===== config.mk =====
export PLATFORM = sky130hd
export DESIGN_NAME = sm4_block_cipher
export DESIGN_NICKNAME = d
export VERILOG_FILES = /design/src/rtl/sm4_pkg.sv /design/src/rtl/sm4_block_cipher.sv /design/src/rtl/sm4_rk_ram.sv /design/src/rtl/sm4_round.sv
export SDC_FILE = /design/constraint.sdc
export NUM_CORES = 2
export LEC_CHECK = 0
export ABC_AREA = 1
export BUFFER_PORTS_ARGS = -buffer_cell sky130_fd_sc_hd__buf_2
export CAP_MARGIN = 10
export CORE_MARGIN = 10
export CORE_UTILIZATION = 45
export CTS_CLUSTER_SIZE = 20
export DETAILED_ROUTE_END_ITERATION = 7
export SLEW_MARGIN = 10
export SYNTH_ARGS = -nofsm -noshare
export SYNTH_HDL_FRONTEND = slang
export SYNTH_SLANG_ARGS = --single-unit
export TNS_END_PERCENT = 50

===== constraint.sdc =====
create_clock -name aclk -period 10.82 [get_ports aclk]
set_clock_uncertainty 0.2 [all_clocks]
set_input_delay 2.705 -clock aclk [delete_from_list [all_inputs] [get_ports aclk]]
set_output_delay 2.705 -clock aclk [all_outputs]
set_load 0.05 [all_outputs]

===== src/rtl/sm4_pkg.sv =====
// Shared constants and round-function helpers for the SM4 cipher.
package sm4_pkg;

    localparam int ROUNDS    = 32;
    localparam int WORD_W    = 32;
    localparam int BLOCK_W   = 128;
    localparam int HALF_W    = 64;
    localparam int RK_ADDR_W = $clog2(ROUNDS);

    // Configuration register indexes.
    localparam logic CFG_KEY_HIGH = 1'b0;
    localparam logic CFG_KEY_LOW  = 1'b1;

    localparam logic [WORD_W-1:0] FK0 = 32'hA3B1BAC6;
    localparam logic [WORD_W-1:0] FK1 = 32'h56AA3350;
    localparam logic [WORD_W-1:0] FK2 = 32'h677D9197;
    localparam logic [WORD_W-1:0] FK3 = 32'hB27022DC;

    localparam logic [7:0] SBOX [0:255] = '{
        8'hd6,8'h90,8'he9,8'hfe,8'hcc,8'he1,8'h3d,8'hb7,8'h16,8'hb6,8'h14,8'hc2,8'h28,8'hfb,8'h2c,8'h05,
        8'h2b,8'h67,8'h9a,8'h76,8'h2a,8'hbe,8'h04,8'hc3,8'haa,8'h44,8'h13,8'h26,8'h49,8'h86,8'h06,8'h99,
        8'h9c,8'h42,8'h50,8'hf4,8'h91,8'hef,8'h98,8'h7a,8'h33,8'h54,8'h0b,8'h43,8'hed,8'hcf,8'hac,8'h62,
        8'he4,8'hb3,8'h1c,8'ha9,8'hc9,8'h08,8'he8,8'h95,8'h80,8'hdf,8'h94,8'hfa,8'h75,8'h8f,8'h3f,8'ha6,
        8'h47,8'h07,8'ha7,8'hfc,8'hf3,8'h73,8'h17,8'hba,8'h83,8'h59,8'h3c,8'h19,8'he6,8'h85,8'h4f,8'ha8,
        8'h68,8'h6b,8'h81,8'hb2,8'h71,8'h64,8'hda,8'h8b,8'hf8,8'heb,8'h0f,8'h4b,8'h70,8'h56,8'h9d,8'h35,
        8'h1e,8'h24,8'h0e,8'h5e,8'h63,8'h58,8'hd1,8'ha2,8'h25,8'h22,8'h7c,8'h3b,8'h01,8'h21,8'h78,8'h87,
        8'hd4,8'h00,8'h46,8'h57,8'h9f,8'hd3,8'h27,8'h52,8'h4c,8'h36,8'h02,8'he7,8'ha0,8'hc4,8'hc8,8'h9e,
        8'hea,8'hbf,8'h8a,8'hd2,8'h40,8'hc7,8'h38,8'hb5,8'ha3,8'hf7,8'hf2,8'hce,8'hf9,8'h61,8'h15,8'ha1,
        8'he0,8'hae,8'h5d,8'ha4,8'h9b,8'h34,8'h1a,8'h55,8'had,8'h93,8'h32,8'h30,8'hf5,8'h8c,8'hb1,8'he3,
        8'h1d,8'hf6,8'he2,8'h2e,8'h82,8'h66,8'hca,8'h60,8'hc0,8'h29,8'h23,8'hab,8'h0d,8'h53,8'h4e,8'h6f,
        8'hd5,8'hdb,8'h37,8'h45,8'hde,8'hfd,8'h8e,8'h2f,8'h03,8'hff,8'h6a,8'h72,8'h6d,8'h6c,8'h5b,8'h51,
        8'h8d,8'h1b,8'haf,8'h92,8'hbb,8'hdd,8'hbc,8'h7f,8'h11,8'hd9,8'h5c,8'h41,8'h1f,8'h10,8'h5a,8'hd8,
        8'h0a,8'hc1,8'h31,8'h88,8'ha5,8'hcd,8'h7b,8'hbd,8'h2d,8'h74,8'hd0,8'h12,8'hb8,8'he5,8'hb4,8'hb0,
        8'h89,8'h69,8'h97,8'h4a,8'h0c,8'h96,8'h77,8'h7e,8'h65,8'hb9,8'hf1,8'h09,8'hc5,8'h6e,8'hc6,8'h84,
        8'h18,8'hf0,8'h7d,8'hec,8'h3a,8'hdc,8'h4d,8'h20,8'h79,8'hee,8'h5f,8'h3e,8'hd7,8'hcb,8'h39,8'h48
    };

    function automatic logic [WORD_W-1:0] rotl(input logic [WORD_W-1:0] x, input int n);
        return (x << n) | (x >> (WORD_W - n));
    endfunction

    // Byte-wise S-box substitution.
    function automatic logic [WORD_W-1:0] tau(input logic [WORD_W-1:0] x);
        return {SBOX[x[31:24]], SBOX[x[23:16]], SBOX[x[15:8]], SBOX[x[7:0]]};
    endfunction

    function automatic logic [WORD_W-1:0] l_data(input logic [WORD_W-1:0] b);
        return b ^ rotl(b, 2) ^ rotl(b, 10) ^ rotl(b, 18) ^ rotl(b, 24);
    endfunction

    function automatic logic [WORD_W-1:0] l_key(input logic [WORD_W-1:0] b);
        return b ^ rotl(b, 13) ^ rotl(b, 23);
    endfunction

    // CK constant for round i: byte j is (4*i + j) * 7 modulo 256.
    function automatic logic [WORD_W-1:0] ck_word(input logic [RK_ADDR_W-1:0] i);
        logic [7:0]        base;
        logic [WORD_W-1:0] w;
        base = {1'b0, i, 2'b00};
        w    = '0;
        for (int j = 0; j < 4; j++) begin
            w[WORD_W-1-8*j -: 8] = 8'((base + 8'(j)) * 8'd7);
        end
        return w;
    endfunction

endpackage


===== src/rtl/sm4_block_cipher.sv =====
// Top level of the SM4 block cipher: control sequencer, key registers and result register.
//
// The key is written through the configuration port: cfg_index selects key_high (key bytes
// 0 to 7) or key_low (bytes 8 to 15), and a write takes effect at the clock edge where
// cfg_we is high. Any key write marks the round-key schedule stale. Keys must be written only
// while the block is idle; the block itself does not enforce this.
// Each input item (s_data_high, s_data_low, s_kind) is one 128-bit block in big-endian byte
// order with a direction bit (0 encrypt, 1 decrypt). Each produces exactly one result item
// on m_out_high and m_out_low.
// The 32 round keys live in a small synchronous RAM with registered read data. The first
// item after reset or after a key write first runs the key schedule, one round key per cycle
// written into the RAM. A data item then takes a prefetch step that reads the first round
// key, 32 round steps that each read the next key from the RAM, and a final step that loads
// the result register. A new item is accepted only once the previous one has left the final
// step and the block is idle again.
// The result register decouples the two sides: the next item is accepted while a result
// still waits; if the receiver stalls, the finished item waits in the last step until the
// register frees. Reset (aresetn low, synchronous) clears the keys to zero, marks the
// schedule stale and drops any item in flight.
module sm4_block_cipher (
    input  logic                         aclk,
    input  logic                         aresetn,
    // Configuration write port
    input  logic                         cfg_we,
    input  logic                         cfg_index,
    input  logic [sm4_pkg::HALF_W-1:0]   cfg_wdata,
    // Input channel
    input  logic                         s_valid,
    output logic                         s_ready,
    input  logic [sm4_pkg::HALF_W-1:0]   s_data_high,
    input  logic [sm4_pkg::HALF_W-1:0]   s_data_low,
    input  logic                         s_kind,
    // Result channel
    output logic                         m_valid,
    input  logic                         m_ready,
    output logic [sm4_pkg::HALF_W-1:0]   m_out_high,
    output logic [sm4_pkg::HALF_W-1:0]   m_out_low
);
    import sm4_pkg::*;

    typedef enum logic [2:0] {
        ST_IDLE,
        ST_EXPAND,
        ST_PRIME,
        ST_ROUND,
        ST_FINISH
    } state_t;

    state_t                 state_reg;
    logic [RK_ADDR_W-1:0]   cnt_reg;
    logic                   sched_valid_reg;
    logic [HALF_W-1:0]      key_high_reg;
    logic [HALF_W-1:0]      key_low_reg;
    logic                   m_valid_reg;

    logic [BLOCK_W-1:0]     data_reg;
    logic [BLOCK_W-1:0]     kwin_reg;
    logic                   dec_reg;
    logic [HALF_W-1:0]      out_high_reg;
    logic [HALF_W-1:0]      out_low_reg;

    logic                   in_fire;
    logic                   out_free;
    logic                   last_cnt;
    logic                   key_mode;
    logic [BLOCK_W-1:0]     round_in;
    logic [WORD_W-1:0]      round_const;
    logic [BLOCK_W-1:0]     round_out;
    logic [WORD_W-1:0]      round_word;
    logic [RK_ADDR_W-1:0]   rd_step;
    logic [RK_ADDR_W-1:0]   rd_addr;
    logic [WORD_W-1:0]      rk_data;

    assign s_ready    = (state_reg == ST_IDLE);
    assign in_fire    = s_valid && s_ready;
    assign m_valid    = m_valid_reg;
    assign m_out_high = out_high_reg;
    assign m_out_low  = out_low_reg;
    assign out_free   = !m_valid_reg || m_ready;
    assign last_cnt   = (cnt_reg == RK_ADDR_W'(ROUNDS - 1));

    // The shared round unit runs the key schedule in ST_EXPAND and data rounds otherwise.
    assign key_mode    = (state_reg == ST_EXPAND);
    assign round_in    = key_mode ? kwin_reg : data_reg;
    assign round_const = key_mode ? ck_word(cnt_reg) : rk_data;

    sm4_f_unit u_round (
        .key_mode    (key_mode),
        .state_in    (round_in),
        .round_const (round_const),
        .state_out   (round_out),
        .new_word    (round_word)
    );

    // The read address runs one round ahead so that the key for round r is on the RAM
    // output during round r. Decryption walks the keys from the top down.
    assign rd_step = (state_reg == ST_PRIME) ? '0 : cnt_reg + RK_ADDR_W'(1);
    assign rd_addr = dec_reg ? ~rd_step : rd_step;

    sm4_rk_ram u_rk_ram (
        .aclk    (aclk),
        .wr_en   (key_mode),
        .wr_addr (cnt_reg),
        .wr_data (round_word),
        .rd_addr (rd_addr),
        .rd_data (rk_data)
    );

    // Sequencer, key registers and result valid flag.
    always_ff @(posedge aclk) begin
        if (!aresetn) begin
            state_reg       <= ST_IDLE;
            cnt_reg         <= '0;
            sched_valid_reg <= 1'b0;
            key_high_reg    <= '0;
            key_low_reg     <= '0;
            m_valid_reg     <= 1'b0;
        end else begin
            // A finished item sets the flag; otherwise it holds until the receiver takes it.
            m_valid_reg <= (state_reg == ST_FINISH && out_free) || (m_valid_reg && !m_ready);

            unique case (state_reg)
                ST_IDLE: begin
                    cnt_reg <= '0;
                    if (in_fire) begin
                        state_reg <= sched_valid_reg ? ST_PRIME : ST_EXPAND;
                    end
                end
                ST_EXPAND: begin
                    cnt_reg <= cnt_reg + RK_ADDR_W'(1);
                    if (last_cnt) begin
                        sched_valid_reg <= 1'b1;
                        state_reg       <= ST_PRIME;
                    end
                end
                ST_PRIME: begin
                    cnt_reg   <= '0;
                    state_reg <= ST_ROUND;
                end
                ST_ROUND: begin
                    cnt_reg <= cnt_reg + RK_ADDR_W'(1);
                    if (last_cnt) begin
                        state_reg <= ST_FINISH;
                    end
                end
                ST_FINISH: begin
                    if (out_free) begin
                        state_reg <= ST_IDLE;
                    end
                end
                default: begin
                    state_reg <= ST_IDLE;
                end
            endcase

            if (cfg_we) begin
                unique case (cfg_index)
                    CFG_KEY_HIGH: key_high_reg <= cfg_wdata;
                    CFG_KEY_LOW:  key_low_reg  <= cfg_wdata;
                    default:      key_low_reg  <= cfg_wdata;
                endcase
                sched_valid_reg <= 1'b0;
            end
        end
    end

    // Datapath registers; they carry no control meaning and need no reset.
    always_ff @(posedge aclk) begin
        if (in_fire) begin
            data_reg <= {s_data_high, s_data_low};
            dec_reg  <= s_kind;
            kwin_reg <= {key_high_reg[63:32] ^ FK0, key_high_reg[31:0] ^ FK1,
                         key_low_reg[63:32] ^ FK2, key_low_reg[31:0] ^ FK3};
        end
        if (state_reg == ST_EXPAND) begin
            kwin_reg <= round_out;
        end
        if (state_reg == ST_ROUND) begin
            data_reg <= round_out;
        end
        // The result is the final window in reverse word order.
        if (state_reg == ST_FINISH && out_free) begin
            out_high_reg <= {data_reg[31:0], data_reg[63:32]};
            out_low_reg  <= {data_reg[95:64], data_reg[127:96]};
        end
    end

endmodule


===== src/rtl/sm4_rk_ram.sv =====
// Round-key store: 32 words, one write port, one read port with registered data.
module sm4_rk_ram (
    input  logic                           aclk,
    input  logic                           wr_en,
    input  logic [sm4_pkg::RK_ADDR_W-1:0]  wr_addr,
    input  logic [sm4_pkg::WORD_W-1:0]     wr_data,
    input  logic [sm4_pkg::RK_ADDR_W-1:0]  rd_addr,
    output logic [sm4_pkg::WORD_W-1:0]     rd_data
);
    import sm4_pkg::*;

    logic [WORD_W-1:0] mem [0:ROUNDS-1];

    always_ff @(posedge aclk) begin
        if (wr_en) begin
            mem[wr_addr] <= wr_data;
        end
    end

    always_ff @(posedge aclk) begin
        rd_data <= mem[rd_addr];
    end

endmodule


===== src/rtl/sm4_round.sv =====
// One SM4 round, shared by key expansion (L' transform) and data rounds (L transform).
module sm4_f_unit (
    input  logic                          key_mode,
    input  logic [sm4_pkg::BLOCK_W-1:0]   state_in,
    input  logic [sm4_pkg::WORD_W-1:0]    round_const,
    output logic [sm4_pkg::BLOCK_W-1:0]   state_out,
    output logic [sm4_pkg::WORD_W-1:0]    new_word
);
    import sm4_pkg::*;

    logic [WORD_W-1:0] w0, w1, w2, w3;
    logic [WORD_W-1:0] sub;

    assign w0 = state_in[127:96];
    assign w1 = state_in[95:64];
    assign w2 = state_in[63:32];
    assign w3 = state_in[31:0];

    assign sub      = tau(w1 ^ w2 ^ w3 ^ round_const);
    assign new_word = w0 ^ (key_mode ? l_key(sub) : l_data(sub));

    // The four-word window slides by one word per round.
    assign state_out = {w1, w2, w3, new_word};

endmodule

==> Word level (Yosys, flattened, before mapping) <==
Memories as Yosys holds them, arrays and structs flattened. A register that Yosys moved wholly into a read port is not among the register bits.
Index checks and enable logic that the tools add are counted.
{ "op_classes": {"n_addsub": 4, "mul": 4, "magnitude_cmp": 4, "eq_ne": 9, "n_mux": 26, "bitwise": 27, "reduce_logical": 18} }
{ "op_table": {"columns": ["op", "count"], "rows": [
  ["128-bit two-way mux", 5],
  ["32-bit XOR", 10],
  ["32-bit two-way mux", 2],
  ["8-bit two-way mux", 8],
  ["9-bit >= comparator, second input constant", 4],
  ["8-bit inverter with 9-bit output", 4],
  ["32-bit by 10-bit OR with 32-bit output", 1],
  ["32-bit by 13-bit OR with 32-bit output", 1],
  ["32-bit by 18-bit OR with 32-bit output", 1],
  ["32-bit by 2-bit OR with 32-bit output", 1],
  ["32-bit by 23-bit OR with 32-bit output", 1],
  ["32-bit by 24-bit OR with 32-bit output", 1],
  ["14-bit inverter", 2],
  ["8-bit by 3-bit multiplier with 8-bit output, second input constant", 3],
  ["19-bit inverter", 1],
  ["17-bit inverter", 1],
  ["7-bit by 2-bit adder with 8-bit output, second input constant", 2],
  ["3-bit case mux with 5 select lines", 1],
  ["3-bit two-way mux", 4],
  ["5-bit two-way mux", 2],
  ["5-bit case mux with 2 select lines", 1],
  ["7-bit by 1-bit adder with 8-bit output, second input constant", 1],
  ["3-bit by 2-bit == test with 1-bit output, second input constant", 2],
  ["5-bit by 3-bit multiplier with 6-bit output, second input constant", 1],
  ["18 further kinds", 32]
]} }
{ "word_totals": {"reg_bits": 523, "ramBits": 1024, "mem_bits_ro": 8192, "input_bits": 199, "out_inout_bits": 130, "word_cells": 108, "mem_count": 5} }
{ "memory_table": {"columns": ["memory", "depth", "width", "read_ports", "rd_ports_with_merged_regs", "wr", "line_no", "source"], "rows": [
  ["(no name shown)", 256, 8, 1, 0, 0, "sm4_pkg.sv:44", "return {SBOX[x[31:24]], SBOX[x[23:16]], SBOX[x[15:8]], SBOX[x[7:0]]};"],
  ["(no name shown)", 256, 8, 1, 0, 0, "sm4_pkg.sv:44", null],
  ["(no name shown)", 256, 8, 1, 0, 0, "sm4_pkg.sv:44", null],
  ["(no name shown)", 256, 8, 1, 0, 0, "sm4_pkg.sv:44", null],
  ["u_rk_ram.mem", 32, 32, 1, 1, 1, "sm4_rk_ram.sv:12", "logic [WORD_W-1:0] mem [0:ROUNDS-1];"]
]} }

==> Depth between registers and ports, before layout <==
{ "depth": {"word_depth": 17, "ltp_mapped": 36, "depth_no_buf": 33} }

==> Cells and area by module <==
From an unflattened synthesis, not the netlist that was laid out.
{ "unflattened": {"cells_unflattened": 9820, "area_unflattened_um2": 83531.4} }
{ "by_module_without_submodules": {"columns": ["module", "n_inst", "cells_each", "area_per_inst_um2", "seq_area_each_um2"], "rows": [
  ["sm4_rk_ram", 1, 3536, 42405.7, 31390.1],
  ["sm4_block_cipher", 1, 2290, 22042.4, 14323.7],
  ["sm4_f_unit", 1, 3994, 19083.3, 0.0]
]} }

==> Least setup slack after synthesis <==
No wires, ideal clock.
{ "synth_timing": {"kind": "input -> register", "from": "input m_ready", "to": "register out_high_reg[0] (netlist: m_out_high[0]) (enable)", "setup_time_ns": 0.658, "t_arrival_ns": 8.935, "t_required_ns": 9.962, "path_slack_ns": 1.027, "path_stages": 2, "path_buffers": 0, "cell_sequence": "inv_1 a21oi_1"} }
{ "synth_via": {"elab_chain_len": 2} }
{ "synth_lines": {"columns": ["element", "line_no", "source"], "rows": [
  ["start: declaration", "sm4_block_cipher.sv:35", "input logic m_ready,"],
  ["1-bit logical OR", "sm4_block_cipher.sv:79", "assign out_free = !m_valid_reg || m_ready;"],
  ["1-bit logical AND", "sm4_block_cipher.sv:182", "if (state_reg == ST_FINISH && out_free) begin"],
  ["end signal: assignment", "sm4_block_cipher.sv:183", "out_high_reg <= {data_reg[31:0], data_reg[63:32]};"],
  ["end: declaration", "sm4_block_cipher.sv:59", "logic [HALF_W-1:0] out_high_reg;"]
]} }
Every way passes these cells.
A chain may end at the register's enable or synchronous reset.

==> Worst setup path in the final report <==
{ "layout_timing": {"from": "register cnt_reg[0]", "to": "memory u_rk_ram.mem[19][24] (data pin)"} }
{ "layout_via": {"elab_chain_len": 15, "word_cells_on_any_way": 39, "cone_classes": "add/sub (3); mul (4); mux (10); bitwise (18); memory (4)"} }
{ "layout_lines": {"columns": ["element", "line_no", "source"], "rows": [
  ["start: declaration", "sm4_block_cipher.sv:50", "logic [RK_ADDR_W-1:0] cnt_reg;"],
  ["start signal: assignment", "sm4_block_cipher.sv:130", "cnt_reg <= cnt_reg + RK_ADDR_W'(1);"],
  ["start signal: assignment", "sm4_block_cipher.sv:141", "cnt_reg <= cnt_reg + RK_ADDR_W'(1);"],
  ["7-bit by 1-bit adder with 8-bit output", "sm4_pkg.sv:62", "w[WORD_W-1-8*j -: 8] = 8'((base + 8'(j)) * 8'd7);"],
  ["8-bit by 3-bit multiplier with 8-bit output", "sm4_pkg.sv:62", null],
  ["32-bit two-way mux *", "sm4_block_cipher.sv:85", "assign round_const = key_mode ? ck_word(cnt_reg) : rk_data;"],
  ["32-bit XOR *", "sm4_round.sv:19", "assign sub = tau(w1 ^ w2 ^ w3 ^ round_const);"],
  ["8-bit inverter with 9-bit output (not written as such)", "sm4_pkg.sv:44", null],
  ["memory read 256 x 8 bit", null, null],
  ["8-bit two-way mux (not written as such) (2 in series)", "sm4_pkg.sv:44", null],
  ["32-bit by 2-bit OR with 32-bit output", "sm4_pkg.sv:39", "return (x << n) | (x >> (WORD_W - n));"],
  ["32-bit XOR (4 in series)", "sm4_pkg.sv:48", "return b ^ rotl(b, 2) ^ rotl(b, 10) ^ rotl(b, 18) ^ rotl(b, 24);"],
  ["32-bit two-way mux *", "sm4_round.sv:20", "assign new_word = w0 ^ (key_mode ? l_key(sub) : l_data(sub));"],
  ["32-bit XOR *", "sm4_round.sv:20", null],
  ["via round_out[24]", "sm4_block_cipher.sv:68", "logic [BLOCK_W-1:0] round_out;"],
  ["end: declaration", "sm4_rk_ram.sv:12", null]
]} }
The timed path passes the listed nets; every way through them passes the cells marked *. The select of a mux whose other input is x is not followed.

==> flow_metrics.env <==
export IMPL_run_status="complete, no violations"
export IMPL_grt_max_degree=218
export IMPL_io_buffers=328
export IMPL_route_detailed_drc=0
export IMPL_place_gp_congestion=1.03
export IMPL_fp_dieArea_sq_um=195000
export IMPL_synthCells=8841
export IMPL_yosysSeqAreaShare_pct=57.2
export IMPL_cpPeakStageDelay_ns=0.94
export IMPL_fin_setup_tns_ns=0
export IMPL_cp_max_fo=40
export IMPL_slew_violations=0
export IMPL_largest_reg_flops=1024
export IMPL_post_cts_buffers=0
export IMPL_cts_tree="built"
export IMPL_nets=9171
export IMPL_r2r_start="cnt_reg[0]$_SDFFE_PN0P_"
export IMPL_tightest_slew_ns=1.37
export IMPL_grt_pass1_wl_mm=460
export IMPL_viasPerCell=6.07
export IMPL_wl_per_cell_um=28.5
export IMPL_cpMostUsedCell="nand2_1"
export IMPL_synth_edf_count=1409
export IMPL_cts_buffers=166
export IMPL_worstSetupEndpointType="flop"
export IMPL_syn_avg_cell_area_sq_um=9.04
export IMPL_n_fill_cell=16500
export IMPL_rsz0062_at_grt="false"
export IMPL_vias=69300
export IMPL_ff2ff_setup_slack_ns=2.35
export IMPL_die_y_um=441
export IMPL_antenna_found_initial=14
export IMPL_clock_path_buffers=3
export IMPL_clk_pin_slew_ns=0.06
export IMPL_htree_num_levels=4
export IMPL_synth_top_area_cell="edfxtp_1"
export IMPL_yosys_area_top_type_share_pct=52.9
export IMPL_cts_sinks=1579
export IMPL_hpwl_mm=210
export IMPL_clock_latency_ns=0.85
export IMPL_drt_wl_total_mm=326
export IMPL_max_freq_ghz=0.118
export IMPL_syn2layout_area_growth_pct=11.1
export IMPL_design_core_area_sq_um=176000
export IMPL_grt_ovfl_total=0
export IMPL_syn_nets=9102
export IMPL_first_iter_violations=9418
export IMPL_cts_resized=0
export IMPL_cts_hold_buf=0
export IMPL_layout_drive_gt1_share_pct=10.6
export IMPL_crit_type="flop to flop"
export IMPL_synth_cell_types=51
export IMPL_worstReg2RegEnd="u_rk_ram.mem[19][24]$_DFFE_PP_"
export IMPL_crit_path_start_kind="flop"
export IMPL_ant_nets=0
export IMPL_min_period_ns=8.47
export IMPL_crit_slowest_cell="and2_1"
export IMPL_track_usage_pct=32.1
export IMPL_synth_seq_cells=1579
export IMPL_row_count=154
export IMPL_crit_start="cnt_reg[0]$_SDFFE_PN0P_"
export IMPL_setup_worst_path_end="u_rk_ram.mem[19][24]$_DFFE_PP_"
export IMPL_netlist_area_sq_um=79900
export IMPL_setup_viol=0
export IMPL_synthTopCellsByCount="2,201 x nand2_1, 1,409 x edfxtp_1, 1,398 x nand3_1"
export IMPL_dr_pass1_iters=8
export IMPL_synth_warnings=0
export IMPL_yosys_top_cells_area="edfxtp_1 53%, nand2_1 10%, nand3_1 8.8%"
export IMPL_grt_pass1_vias=64700
export IMPL_max_slew_margin_rel_pct=8.56
export IMPL_ioPinCount=329
export IMPL_async_flop_share_pct=0
export IMPL_r2r_cells=30
export IMPL_holdPathStages=0
export IMPL_root_buffer="clkbuf_16"
export IMPL_fp_dieW_um=441
export IMPL_synth_most_common_cell="nand2_1"
export IMPL_synthFlopType="edfxtp_1"
export IMPL_hold_violations=0
export IMPL_initial_utilization_pct=45.3
export IMPL_min_path_type="flop to flop"
export IMPL_cp_arrival_ns=8.73
export IMPL_critPathRequiredTime_ns=11.08
export IMPL_fin_crit_sh_pct=78.2
export IMPL_max_cap_violations=0
critical path, delay by kind of cell, from the launching register on:
family	cells	cell delay, ns
adders and majority gates	1	0.51
DFF	1	0.75
and+or+nand+nor	23	4.73
buffers and inverters	6	1.84
cell usage in the layout, fill, tap and decap left out, types with 34 or more instances in the layout:
| master | n |
|---|---|
| inv_2 | 52 |
| nor2_4 | 41 |
| edfxtp_1 | 1409 |
| buf_4 | 121 |
| a21oi_1 | 97 |
| inv_1 | 352 |
| nand2_2 | 64 |
| o211ai_1 | 62 |
| clkbuf_1 | 54 |
| xor2_1 | 34 |
| o221ai_1 | 198 |
| or2_2 | 48 |
| nand2_1 | 2192 |
| buf_2 | 327 |
| o22ai_1 | 58 |
| o21ai_0 | 867 |
| nand3_1 | 1398 |
| dfxtp_1 | 170 |
| clkbuf_16 | 167 |
| nor2_1 | 894 |
| a31oi_1 | 67 |
| ha_1 | 54 |
worst min-delay path by stage:
stage	startpoint	to	slack [ns]
6_report	data_reg[97]$_DFFE_PP_	m_out_low[1]$_DFFE_PP_	0.24
5_1_grt	data_reg[97]$_DFFE_PP_	m_out_low[1]$_DFFE_PP_	0.24
4_1_cts	data_reg[97]$_DFFE_PP_	m_out_low[1]$_DFFE_PP_	0.24
3_5_place_dp	data_reg[97]$_DFFE_PP_	m_out_low[1]$_DFFE_PP_	0.23
3_3_place_gp	data_reg[99]$_DFFE_PP_	m_out_low[3]$_DFFE_PP_	0.23
2_1_floorplan	data_reg[96]$_DFFE_PP_	m_out_low[0]$_DFFE_PP_	0.22
metrics by stage:
stage | instances | cell area [sq um] | utilization (%) | setup slack (ns) | hold WS [ns]
floorplan | 8841 | 79900 | - | 1.03 | 0.218
finish | 11400 | 88800 | 50.4 | 2.35 | 0.241
global placement | 11100 | 83300 | 47.3 | 2.73 | 0.225
detailed placement | 11100 | 83300 | 47.3 | 2.72 | 0.226
global route | 11400 | 88800 | 50.4 | 1.90 | 0.243
CTS | 11400 | 88700 | 50.3 | 2.70 | 0.239
final cells by class:
cell class	instances	area [sq um]	share of cell area [%]
Antenna cell	11	27.5	0.0310
Clock buffer	232	4530	5.11
Clock inverter	79	872	0.982
Inverter	412	1580	1.78
Multi-Input combinational cell	6296	30400	34.3
Sequential cell	1579	45700	51.5
Tap cell	2340	2930	3.30
Timing Repair Buffer	455	2680	3.02
layer usage:
| layer | global-route usage (%) | share of wire, % | vias to the layer above | routed length, um |
|---|---|---|---|---|
| met5 | 0 | 0.0037 | - | 12 |
| met4 | 17.9 | 6.4 | 2 | 20800 |
| met3 | 5.01 | 7.9 | 829 | 25600 |
| met2 | 51.9 | 47 | 3591 | 152000 |
| met1 | 41.4 | 39 | 33900 | 127000 |
| li1 | - | - | 30900 | - |
logic make-up after synthesis:
| logic type | Yosys count | share of synthesized area (%) |
|---|---|---|
| and+or+nand+nor | 4727 | 25.1 |
| buffers and inverters | 966 | 5.25 |
| muxes | 1 | 0.0125 |
| adders and majority gates | 62 | 1.05 |
| AOI/OAI and AO/OA | 1432 | 10.5 |
| xor gates and xnor gates | 74 | 0.848 |
| DFF | 1579 | 57.2 |
Power is not shown: default switching activity piles up to over one toggle a cycle in this logic, so the estimate is an artifact.
